`config.mk`:
```
export PLATFORM = sky130hd
export DESIGN_NAME = clock_frame_replacement
export DESIGN_NICKNAME = d
export VERILOG_FILES = /design/src/hw/rtl/cfr_pkg.sv /design/src/hw/rtl/cfr_ram.sv /design/src/hw/rtl/cfr_ctrl.sv /design/src/hw/rtl/cfr_datapath.sv /design/src/hw/rtl/clock_frame_replacement.sv
export VERILOG_INCLUDE_DIRS = /design/src /design/src/hw/rtl
export SDC_FILE = /design/constraint.sdc
export NUM_CORES = 2
export LEC_CHECK = 0
export ABC_AREA = 1
export BUFFER_PORTS_ARGS = -buffer_cell sky130_fd_sc_hd__clkbuf_2
export CAP_MARGIN = 10
export CELL_PAD_IN_SITES_DETAIL_PLACEMENT = 1
export CELL_PAD_IN_SITES_GLOBAL_PLACEMENT = 1
export CORE_AREA = 3 3 389 391
export DETAILED_ROUTE_END_ITERATION = 10
export DIE_AREA = 0 0 392 394
export PLACE_DENSITY = 0.85
export RECOVER_POWER = 50
export SYNTH_ARGS = -nofsm -noshare
export SYNTH_HDL_FRONTEND = slang
export SYNTH_SLANG_ARGS = --single-unit
```
`constraint.sdc`:
```
create_clock -name clk -period 6.48 [get_ports clk]
set_clock_uncertainty 0.1 [all_clocks]
set_input_delay 1.944 -clock clk [delete_from_list [all_inputs] [get_ports clk]]
set_output_delay 1.944 -clock clk [all_outputs]
set_load 0.1 [all_outputs]
```
`src/hw/rtl/clock_frame_replacement_assert.svh`:
```
// Assertion macros shared by the frame replacement modules.
`ifndef CLOCK_FRAME_REPLACEMENT_ASSERT_SVH
`define CLOCK_FRAME_REPLACEMENT_ASSERT_SVH
`ifndef SYNTHESIS
// Same-cycle implication, checked on every clock edge outside reset.
`define CFR_ASSERT_IMP(lbl, ante, cons) \
    lbl: assert property (@(posedge clk) disable iff (!rst_n) (ante) |-> (cons)) \
        else $error("clock_frame_replacement: assertion failed");
// Next-cycle implication.
`define CFR_ASSERT_NXT(lbl, ante, cons) \
    lbl: assert property (@(posedge clk) disable iff (!rst_n) (ante) |=> (cons)) \
        else $error("clock_frame_replacement: assertion failed");
`else
`define CFR_ASSERT_IMP(lbl, ante, cons)
`define CFR_ASSERT_NXT(lbl, ante, cons)
`endif
`endif

```
`src/hw/rtl/cfr_pkg.sv`:
```
// Shared constants and controller/datapath interface types for the frame table.
package cfr_pkg;

    // Field widths of the stream items
    localparam int OP_W           = 2;
    localparam int USER_PAGE_W    = 20;
    localparam int OWNER_ID_W     = 8;
    localparam int FRAME_INDEX_W  = 6;
    localparam int FRAME_OUT_W    = 6;
    localparam int VICTIM_PAGE_W  = 20;
    localparam int VICTIM_OWNER_W = 8;
    localparam int S_TDATA_W      = 40;
    localparam int S_TUSER_W      = 2;
    localparam int M_TDATA_W      = 40;
    localparam int M_TUSER_W      = 2;

    // Free-frame search looks at this many valid bits per cycle
    localparam int CHUNK_W     = 8;
    localparam int CHUNK_POS_W = 3;

    // Opcodes
    localparam logic [OP_W-1:0] OP_ALLOC = 2'd0;
    localparam logic [OP_W-1:0] OP_FREE  = 2'd1;
    localparam logic [OP_W-1:0] OP_TOUCH = 2'd2;

    // Result status codes
    localparam logic STATUS_OK    = 1'b0;
    localparam logic STATUS_UNMAP = 1'b1;

    typedef struct packed {
        logic load;        // take the input item
        logic scan_step;   // test one chunk of valid bits
        logic sweep_step;  // clock hand looks at one frame
        logic capture;     // latch the victim's page and owner
        logic commit;      // update the table, load the result register
    } cfr_cmd_t;

    typedef struct packed {
        logic in_valid;     // input item offered
        logic in_alloc;     // offered item is an allocate
        logic chunk_found;  // current chunk has a free frame
        logic chunk_last;   // current chunk is the last one
        logic sweep_hit;    // frame under the hand has its accessed bit set
        logic out_free;     // result register can take a new item
    } cfr_stat_t;

endpackage

```
`src/hw/rtl/cfr_ram.sv`:
```
// Generic single-write, single-read RAM with registered read data.
module cfr_ram #(
    parameter int WIDTH = 28,
    parameter int DEPTH = 64
) (
    input  logic                     clk,
    input  logic                     we,
    input  logic [$clog2(DEPTH)-1:0] waddr,
    input  logic [WIDTH-1:0]         wdata,
    input  logic [$clog2(DEPTH)-1:0] raddr,
    output logic [WIDTH-1:0]         rdata
);

    logic [WIDTH-1:0] mem [DEPTH];
    logic [WIDTH-1:0] rdata_reg;

    always_ff @(posedge clk)
    begin
        if (we)
        begin
            mem[waddr] <= wdata;
        end
        rdata_reg <= mem[raddr];
    end

    assign rdata = rdata_reg;

endmodule

```
`src/hw/rtl/cfr_ctrl.sv`:
```
// Sequencing state machine for the frame table: accept, scan, sweep, result.
`include "clock_frame_replacement_assert.svh"
module cfr_ctrl (
    input  logic               clk,
    input  logic               rst_n,
    input  cfr_pkg::cfr_stat_t st,
    output cfr_pkg::cfr_cmd_t  cmd,
    output logic               in_ready
);

    typedef enum logic [4:0] {
        ST_IDLE  = 5'b00001,
        ST_SCAN  = 5'b00010,
        ST_SWEEP = 5'b00100,
        ST_VICT  = 5'b01000,
        ST_DONE  = 5'b10000
    } state_t;

    state_t state_reg;
    state_t state_next;

    always_comb
    begin
        state_next = state_reg;
        cmd        = '0;
        in_ready   = 1'b0;
        unique case (state_reg)
            ST_IDLE:
            begin
                in_ready = 1'b1;
                if (st.in_valid)
                begin
                    cmd.load   = 1'b1;
                    state_next = st.in_alloc ? ST_SCAN : ST_DONE;
                end
            end
            ST_SCAN:
            begin
                cmd.scan_step = 1'b1;
                if (st.chunk_found)
                begin
                    state_next = ST_DONE;
                end
                else if (st.chunk_last)
                begin
                    state_next = ST_SWEEP;
                end
            end
            ST_SWEEP:
            begin
                cmd.sweep_step = 1'b1;
                if (!st.sweep_hit)
                begin
                    state_next = ST_VICT;   // read of the victim entry is under way
                end
            end
            ST_VICT:
            begin
                cmd.capture = 1'b1;
                state_next  = ST_DONE;
            end
            ST_DONE:
            begin
                if (st.out_free)
                begin
                    cmd.commit = 1'b1;
                    state_next = ST_IDLE;
                end
            end
            default:
            begin
                state_next = ST_IDLE;
            end
        endcase
    end

    always_ff @(posedge clk or negedge rst_n)
    begin
        if (!rst_n)
        begin
            state_reg <= ST_IDLE;
        end
        else
        begin
            state_reg <= state_next;
        end
    end

    `CFR_ASSERT_NXT(a_scan_to_sweep, state_reg == ST_SCAN && !st.chunk_found && st.chunk_last, state_reg == ST_SWEEP)
    `CFR_ASSERT_NXT(a_vict_to_done, state_reg == ST_VICT, state_reg == ST_DONE)
    `CFR_ASSERT_NXT(a_done_holds, state_reg == ST_DONE && !st.out_free, state_reg == ST_DONE)

endmodule

```
`src/hw/rtl/cfr_datapath.sv`:
```
// Frame table datapath: valid/accessed bits, page RAM, free search, hand, result register.
`include "clock_frame_replacement_assert.svh"
module cfr_datapath #(
    parameter int NUM_FRAMES = 64,
    parameter int PAGE_BITS  = 20,
    parameter int OWNER_BITS = 8
) (
    input  logic                            clk,
    input  logic                            rst_n,
    input  cfr_pkg::cfr_cmd_t               cmd,
    output cfr_pkg::cfr_stat_t              st,
    input  logic                            s_axis_tvalid,
    input  logic [cfr_pkg::S_TDATA_W-1:0]   s_axis_tdata,
    input  logic [cfr_pkg::S_TUSER_W-1:0]   s_axis_tuser,
    output logic                            m_axis_tvalid,
    input  logic                            m_axis_tready,
    output logic [cfr_pkg::M_TDATA_W-1:0]   m_axis_tdata,
    output logic [cfr_pkg::M_TUSER_W-1:0]   m_axis_tuser
);

    localparam int FW      = $clog2(NUM_FRAMES);
    localparam int NCHUNK  = (NUM_FRAMES + cfr_pkg::CHUNK_W - 1) / cfr_pkg::CHUNK_W;
    localparam int CW      = (NCHUNK > 1) ? $clog2(NCHUNK) : 1;
    localparam int PAD_W   = NCHUNK * cfr_pkg::CHUNK_W;
    localparam int CMPW    = ((FW > cfr_pkg::FRAME_INDEX_W) ? FW : cfr_pkg::FRAME_INDEX_W) + 1;
    localparam int ENTRY_W = PAGE_BITS + OWNER_BITS;

    // input fields
    logic [cfr_pkg::USER_PAGE_W-1:0]   in_page;
    logic [cfr_pkg::OWNER_ID_W-1:0]    in_owner;
    logic [cfr_pkg::FRAME_INDEX_W-1:0] in_idx;

    assign in_page  = s_axis_tdata[cfr_pkg::USER_PAGE_W-1:0];
    assign in_owner = s_axis_tdata[cfr_pkg::USER_PAGE_W +: cfr_pkg::OWNER_ID_W];
    assign in_idx   = s_axis_tdata[cfr_pkg::USER_PAGE_W + cfr_pkg::OWNER_ID_W +:
                                   cfr_pkg::FRAME_INDEX_W];

    // held item
    logic [cfr_pkg::OP_W-1:0]          op_reg;
    logic [PAGE_BITS-1:0]              page_reg;
    logic [OWNER_BITS-1:0]             owner_reg;
    logic [cfr_pkg::FRAME_INDEX_W-1:0] idx_reg;

    // table and search state
    logic [NUM_FRAMES-1:0] valid_reg, valid_next;
    logic [NUM_FRAMES-1:0] acc_reg, acc_next;
    logic [CW-1:0]         chunk_reg, chunk_next;
    logic [FW-1:0]         frame_reg, frame_next;
    logic [FW-1:0]         hand_reg, hand_next;
    logic                  evict_reg, evict_next;
    logic [PAGE_BITS-1:0]  vpage_reg;
    logic [OWNER_BITS-1:0] vowner_reg;

    // result register
    logic                                m_valid_reg, m_valid_next;
    logic [cfr_pkg::FRAME_OUT_W-1:0]     r_frame_reg;
    logic                                r_evict_reg;
    logic [cfr_pkg::VICTIM_PAGE_W-1:0]   r_vpage_reg;
    logic [cfr_pkg::VICTIM_OWNER_W-1:0]  r_vowner_reg;
    logic                                r_status_reg;

    // free search over one chunk of valid bits per cycle
    logic [PAD_W-1:0]                free_pad;
    logic [cfr_pkg::CHUNK_W-1:0]     chunk_bits;
    logic [cfr_pkg::CHUNK_POS_W-1:0] chunk_pos;
    logic [FW-1:0]                   found_frame;

    assign free_pad   = PAD_W'(~valid_reg);     // padding bits read as not free
    assign chunk_bits = free_pad[chunk_reg * cfr_pkg::CHUNK_W +: cfr_pkg::CHUNK_W];

    always_comb
    begin
        chunk_pos = '0;
        for (int i = cfr_pkg::CHUNK_W - 1; i >= 0; i--)
        begin
            if (chunk_bits[i])
            begin
                chunk_pos = cfr_pkg::CHUNK_POS_W'(i);
            end
        end
    end

    assign found_frame = FW'({chunk_reg, chunk_pos});

    function automatic logic [FW-1:0] wrap_inc(input logic [FW-1:0] f);
        wrap_inc = (f == FW'(NUM_FRAMES - 1)) ? '0 : f + 1'b1;
    endfunction

    // free / touch target
    logic          idx_in_range;
    logic [FW-1:0] idx_frame;
    logic          idx_mapped;

    assign idx_in_range = CMPW'(idx_reg) < CMPW'(NUM_FRAMES);
    assign idx_frame    = FW'(idx_reg);
    assign idx_mapped   = idx_in_range && valid_reg[idx_frame];

    // page/owner store
    logic               ram_we;
    logic [ENTRY_W-1:0] ram_rdata;

    assign ram_we = cmd.commit && (op_reg == cfr_pkg::OP_ALLOC);

    cfr_ram #(
        .WIDTH (ENTRY_W),
        .DEPTH (NUM_FRAMES)
    ) u_entry_ram (
        .clk   (clk),
        .we    (ram_we),
        .waddr (frame_reg),
        .wdata ({page_reg, owner_reg}),
        .raddr (frame_reg),
        .rdata (ram_rdata)
    );

    // status to the controller
    assign st.in_valid    = s_axis_tvalid;
    assign st.in_alloc    = s_axis_tuser == cfr_pkg::OP_ALLOC;
    assign st.chunk_found = |chunk_bits;
    assign st.chunk_last  = chunk_reg == CW'(NCHUNK - 1);
    assign st.sweep_hit   = acc_reg[frame_reg];
    assign st.out_free    = !m_valid_reg || m_axis_tready;

    always_comb
    begin
        valid_next   = valid_reg;
        acc_next     = acc_reg;
        chunk_next   = chunk_reg;
        frame_next   = frame_reg;
        hand_next    = hand_reg;
        evict_next   = evict_reg;
        m_valid_next = m_valid_reg;

        if (m_axis_tready)
        begin
            m_valid_next = 1'b0;
        end

        if (cmd.load)
        begin
            chunk_next = '0;
            evict_next = 1'b0;
        end

        if (cmd.scan_step)
        begin
            if (|chunk_bits)
            begin
                frame_next = found_frame;
            end
            else if (chunk_reg == CW'(NCHUNK - 1))
            begin
                frame_next = hand_reg;   // table full: start sweep at the hand
            end
            else
            begin
                chunk_next = chunk_reg + 1'b1;
            end
        end

        if (cmd.sweep_step && acc_reg[frame_reg])
        begin
            acc_next[frame_reg] = 1'b0;   // second chance
            frame_next          = wrap_inc(frame_reg);
        end

        if (cmd.capture)
        begin
            evict_next = 1'b1;
        end

        if (cmd.commit)
        begin
            m_valid_next = 1'b1;
            if (op_reg == cfr_pkg::OP_ALLOC)
            begin
                valid_next[frame_reg] = 1'b1;
                acc_next[frame_reg]   = 1'b0;
                if (evict_reg)
                begin
                    hand_next = wrap_inc(frame_reg);
                end
            end
            else if (idx_mapped && op_reg == cfr_pkg::OP_FREE)
            begin
                valid_next[idx_frame] = 1'b0;
                acc_next[idx_frame]   = 1'b0;
            end
            else if (idx_mapped && op_reg == cfr_pkg::OP_TOUCH)
            begin
                acc_next[idx_frame] = 1'b1;
            end
        end
    end

    always_ff @(posedge clk or negedge rst_n)
    begin
        if (!rst_n)
        begin
            valid_reg   <= '0;
            acc_reg     <= '0;
            chunk_reg   <= '0;
            frame_reg   <= '0;
            hand_reg    <= '0;
            evict_reg   <= 1'b0;
            m_valid_reg <= 1'b0;
        end
        else
        begin
            valid_reg   <= valid_next;
            acc_reg     <= acc_next;
            chunk_reg   <= chunk_next;
            frame_reg   <= frame_next;
            hand_reg    <= hand_next;
            evict_reg   <= evict_next;
            m_valid_reg <= m_valid_next;
        end
    end

    // payload registers
    always_ff @(posedge clk)
    begin
        if (cmd.load)
        begin
            op_reg    <= s_axis_tuser;
            page_reg  <= PAGE_BITS'(in_page);
            owner_reg <= OWNER_BITS'(in_owner);
            idx_reg   <= in_idx;
        end

        if (cmd.capture)
        begin
            vpage_reg  <= ram_rdata[OWNER_BITS +: PAGE_BITS];
            vowner_reg <= ram_rdata[OWNER_BITS-1:0];
        end

        if (cmd.commit)
        begin
            if (op_reg == cfr_pkg::OP_ALLOC)
            begin
                r_frame_reg  <= cfr_pkg::FRAME_OUT_W'(frame_reg);
                r_evict_reg  <= evict_reg;
                r_vpage_reg  <= evict_reg ? cfr_pkg::VICTIM_PAGE_W'(vpage_reg) : '0;
                r_vowner_reg <= evict_reg ? cfr_pkg::VICTIM_OWNER_W'(vowner_reg) : '0;
                r_status_reg <= cfr_pkg::STATUS_OK;
            end
            else
            begin
                r_frame_reg  <= idx_reg;
                r_evict_reg  <= 1'b0;
                r_vpage_reg  <= '0;
                r_vowner_reg <= '0;
                r_status_reg <= (idx_mapped && (op_reg == cfr_pkg::OP_FREE ||
                                                op_reg == cfr_pkg::OP_TOUCH))
                                ? cfr_pkg::STATUS_OK : cfr_pkg::STATUS_UNMAP;
            end
        end
    end

    assign m_axis_tvalid = m_valid_reg;
    assign m_axis_tdata  = cfr_pkg::M_TDATA_W'({r_vowner_reg, r_vpage_reg, r_frame_reg});
    assign m_axis_tuser  = {r_status_reg, r_evict_reg};

    `CFR_ASSERT_IMP(a_sweep_only_when_full, cmd.sweep_step, &valid_reg)
    `CFR_ASSERT_NXT(a_commit_shows_result, cmd.commit, m_valid_reg)
    `CFR_ASSERT_IMP(a_hand_in_range, 1'b1, hand_reg <= FW'(NUM_FRAMES - 1))

endmodule

```
`src/hw/rtl/clock_frame_replacement.sv`:
```
// Top level of the clock (second-chance) frame replacement table.
// Usage:
//   Requests enter on the s_axis channel, one item per handshake. s_axis_tuser
//   carries the opcode (allocate, free, mark accessed); s_axis_tdata carries
//   the page, owner and frame index. Every request returns exactly one item on
//   m_axis: the frame, an eviction flag with the victim's page and owner, and
//   a status bit that flags an unmapped free/touch or an unused opcode.
// Flow from accept to result:
//   free / touch / unused opcode: straight to the table update
//   allocate with a free frame:   scan up to the chunk holding the lowest
//                                 free frame (8 valid bits tested per cycle)
//   allocate that evicts:         full scan, then the hand sweep over 1 to
//                                 NUM_FRAMES+1 frames, one per cycle
//   The free-frame scan and the hand sweep both run on the single sequencer.
//   One item is in work at a time; s_axis_tready is high while the sequencer
//   is idle, also while a finished result waits.
// Reset: all frames invalid, accessed bits clear, hand at frame zero.
// Stall: a held result sits in the output register; the next item is
//   accepted and worked on, and waits before its table update until
//   m_axis_tready frees the register.
module clock_frame_replacement #(
    parameter int NUM_FRAMES = 64,
    parameter int PAGE_BITS  = 20,
    parameter int OWNER_BITS = 8
) (
    input  logic                            clk,
    input  logic                            rst_n,
    input  logic                            s_axis_tvalid,
    output logic                            s_axis_tready,
    // [19:0] user_page, [27:20] owner_id, [33:28] frame_index, [39:34] zero
    input  logic [cfr_pkg::S_TDATA_W-1:0]   s_axis_tdata,
    // [1:0] op
    input  logic [cfr_pkg::S_TUSER_W-1:0]   s_axis_tuser,
    output logic                            m_axis_tvalid,
    input  logic                            m_axis_tready,
    // [5:0] frame_out, [25:6] victim_page, [33:26] victim_owner, [39:34] zero
    output logic [cfr_pkg::M_TDATA_W-1:0]   m_axis_tdata,
    // [0] evicted, [1] status
    output logic [cfr_pkg::M_TUSER_W-1:0]   m_axis_tuser
);

    cfr_pkg::cfr_cmd_t  cmd;
    cfr_pkg::cfr_stat_t st;

    // sequencer
    cfr_ctrl u_ctrl (
        .clk      (clk),
        .rst_n    (rst_n),
        .st       (st),
        .cmd      (cmd),
        .in_ready (s_axis_tready)
    );

    // table, search, hand and result register
    cfr_datapath #(
        .NUM_FRAMES (NUM_FRAMES),
        .PAGE_BITS  (PAGE_BITS),
        .OWNER_BITS (OWNER_BITS)
    ) u_datapath (
        .clk           (clk),
        .rst_n         (rst_n),
        .cmd           (cmd),
        .st            (st),
        .s_axis_tvalid (s_axis_tvalid),
        .s_axis_tdata  (s_axis_tdata),
        .s_axis_tuser  (s_axis_tuser),
        .m_axis_tvalid (m_axis_tvalid),
        .m_axis_tready (m_axis_tready),
        .m_axis_tdata  (m_axis_tdata),
        .m_axis_tuser  (m_axis_tuser)
    );

endmodule

```
==> metrics <==
crit path cell chain inv_1 -> ha_1 -> inv_4 -> nor2_4 -> inv_4 -> buf_4 -> nor2_4; VDD IR-drop max 0.000378 V; CTS tree yes; Initial DRT Pass Iterations 8; routed len/inst 35.7 µm; Ys Warns 0; vias 62,700; count leader, synth nand2_1; area of the multi-input gates 19,100 µm²; CP Class reg -> reg; reg2reg setup slack 0.91 ns; max FFs per register 1,792; hpwl dp 168,000 µm; largest net degree at the start of global routing 145; DR iter-0 viols 10,600; clock latency on the worst-skew pair 0.87 ns; io pins 90; Leak 32.4 nW; area delta synth->final 11.6%; Synth cell types 47; asr flop ratio synth 7.25%; Die Area 154,000 µm²; Clock power frac 32.1%; Comb pwr share 24.7%; total power 37.4 mW; Yosys reg bits 2,070; fin crit share 85.9%; Cell Area, Synth 82,800 µm²; Post-Syn Area per Cell 12.3 µm²; share of cells above drive strength 1 9.18%; register area share after synthesis 73.8%; chip width 392 µm; switching power 13.2 mW; max_cap viols 31; Post-synth EDFFs 1,892; Critical Path RT 6.85 ns; met2 Usage GRT 62.1%; GPL Wtd Cong 0.955; leading area contributor after synthesis edfxtp_1; H-tree depth 4; global-route wire length before repair 452,000 µm; Final min period 5.57 ns; total wire length 319,000 µm; Vias/cell 7.03; RSZ-0062 raised after global routing false; # DRC 0; post-layout util 62.6%; Synth Flop Type edfxtp_1; share of the synthesized area in the top cell type 68.6%; CP max stage delay 1.63 ns; filler cell count 14,200; flip-flop and latch area 61,100 µm²; initial core utilization 56.0%; Slew Limit Fails 1,957; GR Util All Layers 40.8%; CP Launch Type register; Worst-path clk slew 0.06 ns; Nets 6,855; internal power 24.2 mW; Final Cell Area 92,500 µm²; global routing's busiest layer met2; core area 148,000 µm²; Slew HR -169%; total setup buffers inserted after CTS 0; CP Data Arrival Time 5.93 ns; IO Port Bufs 77; total grt overflow 0; Crit. End Element register; violated checks capacitance limit, slew limit; CTS sink count 2,070; initial antenna violation count 27; PwrDens 404 nW/µm²; Clock Path Buffers 3; Root Buffer clkbuf_16; Flop pwr share 43.2%; status finished with violations; vias in the first global route 63,700; Synth top cells by count nand2_1 (1,989), edfxtp_1 (1,892), nor2_1 (360); GR Util met1 50.6%; hold_buf cts 0; Area contributors post-synth edfxtp_1 (69%), nand2_1 (9.0%), dfrtp_1 (4.5%); cells after synthesis 6,723; WHS 0.308 ns; M3 GR Usage 12.2%; Final Hold Viols 0; Min-Delay Path Class reg -> reg; Worst Tran Pin Value 4.03 ns; area post-placement 86,000 µm²; CP max FO 53; Rows 141; Finish-stage setup viols 0; Die H 394 µm; crit path max-delay cell type ha_1; TritonCTS Buffers 201; f_max 180 MHz; Setup TNS 0 ns; Gates resized, CTS repair 0; post-route ant nets 0; Switching Fraction 35.3%
[routing by layer]
layer,vias to the layer above,wire [µm]
li1,24200,-
met1,30800,104000
met2,6093,143000
met3,1599,45400
met4,16,26300
met5,-,106
[power groups by stage]
| stage | clock network [mW] | registers, mW | logic (mW) |
|---|---|---|---|
| after floorplan | 0 | 16.7 | 4.28 |
| after global placement | 0 | 16.2 | 8.10 |
| after detailed placement | 0 | 16.3 | 8.53 |
| after CTS | 12.0 | 16.0 | 8.80 |
| after global routing | 12.5 | 16.2 | 9.46 |
| final | 12.0 | 16.2 | 9.24 |
[critical path, delay by kind of cell (launching register included)]
| kind | cells | cell delay, ns |
|---|---|---|
| DFF | 1 | 0.42 |
| adders and majority gates | 1 | 1.63 |
| and+or+nand+nor | 2 | 1.32 |
| buffers and inverters | 4 | 1.51 |
[worst paths after layout]
kind / from / to / cells past startpoint
worst max-delay path: u_datapath.op_reg[0]$_DFFE_PP_ / u_datapath.u_entry_ram.mem[7][15]$_DFFE_PP_ / 7
worst min-delay path: u_datapath.u_entry_ram.rdata[14]$_DFF_P_ / u_datapath.vpage_reg[6]$_DFFE_PP_ / 0
worst max register to register: u_datapath.op_reg[0]$_DFFE_PP_ / u_datapath.u_entry_ram.mem[7][15]$_DFFE_PP_ / 7
worst min register to register: u_datapath.u_entry_ram.rdata[14]$_DFF_P_ / u_datapath.vpage_reg[6]$_DFFE_PP_ / 0
max in group asynchronous: rst_n / u_datapath.frame_reg[0]$_DFFE_PN0P_ / 2
min in group asynchronous: rst_n / u_datapath.hand_reg[5]$_DFFE_PN0P_ / 1
[per-stage QoR]
| stage | setup slack [ns] | instances |
|---|---|---|
| 5_1_grt | 0.765 | 8904 |
| 3_3_place_gp | 1.77 | 8530 |
| 4_1_cts | 1.56 | 8904 |
| 2_1_floorplan | 0.121 | 6728 |
| 3_5_place_dp | 1.70 | 8530 |
| 6_report | 0.914 | 8916 |
[cells by family after synthesis]
group / Yosys count / share of synthesized area, %
and+or+nand+nor: 2908 / 14.4
DFF: 2070 / 73.8
AOI/OAI and AO/OA: 982 / 7.90
buffers and inverters: 754 / 3.83
adders and majority gates: 6 / 0.0906
xor gates and xnor gates: 2 / 0.0211
other: 1 / 0.00453
[layout by cell type, fill, tap and decap left out, types with 47 or more instances in the layout]
cell and n:
a221oi_1 146, o21ai_0 220, buf_4 133, clkbuf_1 72, a22oi_1 194, nand3_1 318, nor2_1 302, a21oi_1 182
o21ai_1 54, clkbuf_16 204, nand4_1 183, edfxtp_1 1892, inv_1 349, dfrtp_1 148, clkinv_1 47, nor2_4 59
clkbuf_2 73, nand2_1 1986, a22o_1 58
[layout make-up]
| class | count | area share [%] |
|---|---|---|
| clock buffer | 254 | 5.84 |
| multi-input combinational | 3904 | 20.7 |
| tap | 1930 | 2.61 |
| clock inverter | 120 | 1.27 |
| sequential | 2070 | 66.1 |
| antenna | 12 | 0.0325 |
| inverter | 371 | 1.53 |
| timing repair buffer | 255 | 1.95 |
(Power assumes the default switching activity.)
